**config.mk**
```make
export PLATFORM = sky130hd
export DESIGN_NAME = rbs_ram
export DESIGN_NICKNAME = d
export VERILOG_FILES = /design/src/rbs_ram.sv
export SDC_FILE = /design/constraint.sdc
export NUM_CORES = 1
export LEC_CHECK = 0
export BUFFER_PORTS_ARGS = -buffer_cell sky130_fd_sc_hd__clkbuf_2
export CAP_MARGIN = 25
export CELL_PAD_IN_SITES_DETAIL_PLACEMENT = 1
export CELL_PAD_IN_SITES_GLOBAL_PLACEMENT = 2
export CORE_ASPECT_RATIO = 1.4
export CORE_MARGIN = 5
export CORE_UTILIZATION = 52
export DETAILED_ROUTE_END_ITERATION = 8
export PLACE_DENSITY_LB_ADDON = 0.1
export SYNTH_ARGS = -nofsm -noshare
export SYNTH_HDL_FRONTEND = slang
export SYNTH_SLANG_ARGS = --single-unit
```
**constraint.sdc**
```tcl
create_clock -name clk_i -period 2.4 [get_ports clk_i]
set_input_delay 0.24 -clock clk_i [delete_from_list [all_inputs] [get_ports clk_i]]
set_output_delay 0.24 -clock clk_i [all_outputs]
set_load 0.1 [all_outputs]
```
**src/rbs_ram.sv**
```systemverilog
`timescale 1ns / 1ps
// ----------------------------------------------------------------------------
// rbs_ram: generic simple dual-port RAM.
// One write port and one read port, read data registered.
// ----------------------------------------------------------------------------
module rbs_ram #(
  parameter int unsigned WIDTH = 8,
  parameter int unsigned DEPTH = 16
) (
  input  logic                     clk_i,
  input  logic                     we_i,
  input  logic [$clog2(DEPTH)-1:0] waddr_i,
  input  logic [WIDTH-1:0]         wdata_i,
  input  logic [$clog2(DEPTH)-1:0] raddr_i,
  output logic [WIDTH-1:0]         rdata_o
);

  logic [WIDTH-1:0] mem [DEPTH];
  logic [WIDTH-1:0] rdata_q;

  always_ff @(posedge clk_i) begin
    if (we_i) begin
      mem[waddr_i] <= wdata_i;
    end
    rdata_q <= mem[raddr_i];
  end

  assign rdata_o = rdata_q;

endmodule

```
Word-level counts from Yosys, hierarchy flattened --
Memory sizes are Yosys's and may differ from the RTL's. A register that Yosys moved wholly into a read port is not among the register bits. Index checks and enable logic that the tools add are counted.
Word-level totals: register bits after elaboration 0, memory bits (writable) 128, input bits 18, output and inout bits 8, logic and storage cells 3, memories kept 1
Operators by class: muxes and demuxes 2
Memory list:
- mem | depth 16, width 8, read ports 1, clocked after memory_dff 1, wr ports 1, RTL line 18 | logic [WIDTH-1:0] mem [DEPTH];
Operators with widths (number):
- 1-bit two-way mux | 2

Depth between registers and ports, before layout --
depth after elaboration 2, mapped depth 5, mapped depth without buffers 3

Worst setup path after synthesis --
No wires, ideal clock.
path type input port to flip-flop, start point in waddr_i[2], end point mem mem[0][0], enable pin, setup time 0.383 ns, data arrival time 1.350 ns, setup slack 0.667 ns, stages 2, path buffers 0, path through or3b_2 -> nor3_1
RTL lines:
- start: declaration | RTL line 12 | input logic [$clog2(DEPTH)-1:0] waddr_i,
- end: declaration | RTL line 18
No word-level cell before the write port.

==> run metrics <==
M3 GR Usage 5.46%; Routed Antenna Nets 0; # Max-Cap Violations 0; crit-path cells clkbuf_2 -> buf_12 -> mux4_1 -> a22oi_1 -> nand2_1; WP data required approximately 2.7 ns; Via Count ~2500; Clock Sinks approximately 140; die footprint about 12000 um2; grt ovf 0; Worst-path clk slew roughly 0.050 ns; initial cell density of the core roughly 53%; type of origin of the critical path input port; final hold viol count 0; PD cells between 900 and 1000 nW/um2; Setup Fix Bufs, Post-CTS 0; met2 Use GR 34.8%; routability congestion estimate from global placement 0.768; DRC Markers 0; drt total wl about 11 mm; status completed; first-pass GRT wire length around 17 mm; slowest stage delay, CP about 0.6 ns; cts bufs inserted 17; setup violation total in the final timing report 0; fraction of layout cells with a size suffix above 1 a little under a third; CP top delay family multiplexers; Rel. slew slack between 40% and 50%; port bufs 25; Pwr Total 5.55 mW; H-tree levels 4; crit path buf inv count 2; Critical Path Sink Type flip-flop; violation count after the first detailed-routing iteration roughly 230; worst slew pin tran between 0.8 and 0.9 ns; number of hold buffers added after cts 0; Avg Inst Size Synth 22.5 um2; CTS max path bufs 2; vias per cell 5.77; synth warn 0; Synth Register Bits about 140; Avg WL per Cell approximately 26 um; syn nets ~250; row count 43; Die Y around 130 um; Peak supply drop 0.678 mV; Setup CP Type input port to flip-flop; mapped cell area 5150 um2; diode count 0; grt met1 use between 20 and 30%; Yosys cell types 19; final net count between 300 and 400; Std-Cell Core Area ~10000 um2; CP max FO 17; Setup TNS 0 ns; Detailed Routing Iterations Pass 1 4; Max Clock Skew 0.00445 ns; fmax about 670 MHz; worst-skew pair later-pin latency 0.41 ns; Critical-path top delay cell mux4_1; Seq/Total Area, Yosys 77.8%; Leakage between 2 and 2.5 nW; hpwl dp ~7 mm; RSZ-0062 raised after global routing false; Most Crowded Layer GR met2; post-layout min period 1.48 ns; vias in the first global route around 2800; post-CTS resize count 0; Util after Layout between 60% and 70%; Mapped Cells ~230; CTS tree built; pin count of the biggest net entering global routing 29; die extent in x approximately 94 um; Fillers 840; initial antenna violation count 0; final period utilization 61.9%; # IOs 26; Pins Over Slew Limit 0; Worst Hold Class input port to flip-flop; critical path arrival between 1.5 and 2 ns; clock root buffer clkbuf_16; All-Layer GR Usage between 20 and 25%; area grow syn2layout 19.1%
-- sequential cells by signal, summed over array words and instances, names as in the netlist --
signal	flops
mem	128
rdata_o	8
-- worst reg2reg max path, delay by kind of cell (launching register included) --
kind / cells / cell delay [ns]
muxes: 1 / 0.53
DFF: 1 / 0.36
AOI/OAI and AO/OA: 1 / 0.29
and+or+nand+nor: 1 / 0.09
-- cell usage after synthesis (all sizes together) --
master         number  area, um2
a22oi              16        120
and2                1       6.26
and2b               1       7.51
buf                 7       56.3
clkdlybuf4s25       3       30.0
dfxtp               8        160
edfxtp            128       3840
mux4               32        773
nand2               9       33.8
nand2b              2       12.5
nand3               1       5.00
nand3b              2       15.0
nor2               13       48.8
nor2b               1       6.26
nor3                4       20.0
or3b                1       8.76
-- metal layers --
metal,vias to the layer above,wire length (um)
met5,-,0
met4,0,197
met3,19,530
met2,73,5910
met1,1328,4670
li1,1088,-
-- worst paths after layout --
path	end	slack [ns]	cells past startpoint	start
min reg2reg	rdata_o[1]$_DFF_P_	0.67	3	mem[13][1]$_DFFE_PP_
max reg2reg	rdata_o[1]$_DFF_P_	1.02	3	mem[1][1]$_DFFE_PP_
min	mem[12][0]$_DFFE_PP_	0.24	1	wdata_i[0]
max	rdata_o[3]$_DFF_P_	0.92	5	raddr_i[0]
-- through the flow --
| stage | setup slack [ns] | hold slack, ns | area [um2] | cells |
|---|---|---|---|---|
| 2_1_floorplan | 0.667 | 0.339 | 5150 | 229 |
| 3_3_place_gp | 0.490 | 0.645 | 5560 | 403 |
| 3_5_place_dp | 0.479 | 0.660 | 5560 | 403 |
| 4_1_cts | 0.882 | 0.227 | 6130 | 435 |
| 5_1_grt | 0.825 | 0.242 | 6130 | 435 |
| 6_report | 0.915 | 0.238 | 6130 | 435 |
-- final cells by class --
| class | instances | area [um2] | share of cell area, % |
|---|---|---|---|
| Clock inverter | 10 | 128 | 2.08 |
| Sequential cell | 136 | 4000 | 65.3 |
| Tap cell | 135 | 169 | 2.75 |
| Timing Repair Buffer | 49 | 330 | 5.39 |
| Clock buffer | 22 | 444 | 7.24 |
| Multi-Input combinational cell | 83 | 1060 | 17.2 |
-- power breakdown --
group	switching [mW]	internal (mW)
combinational	0.259	0.108
sequential	0.0177	2.66
clock	0.891	1.62
total	1.17	4.39
-- cell usage in the layout (no fill, tap or decap), types with 8 or more instances in the layout --
cell type / Yosys / final
clkbuf_2: 0 / 25
buf_4: 1 / 22
nor2_1: 13 / 13
clkbuf_16: 0 / 17
nand2_1: 9 / 9
edfxtp_1: 128 / 128
a22oi_1: 16 / 16
dfxtp_1: 8 / 8
mux4_1: 14 / 14
mux4_2: 18 / 18
-- cells by family after synthesis --
kind of cell / count (synthesis) / share of synthesized area, %
flip-flops: 136 / 77.8
AO/OA/AOI/OAI: 16 / 2.33
multiplexers: 32 / 15.0
buffers and inverters: 10 / 1.68
AND/OR/NAND/NOR: 35 / 3.18
Power figures use the tool's default switching activity.
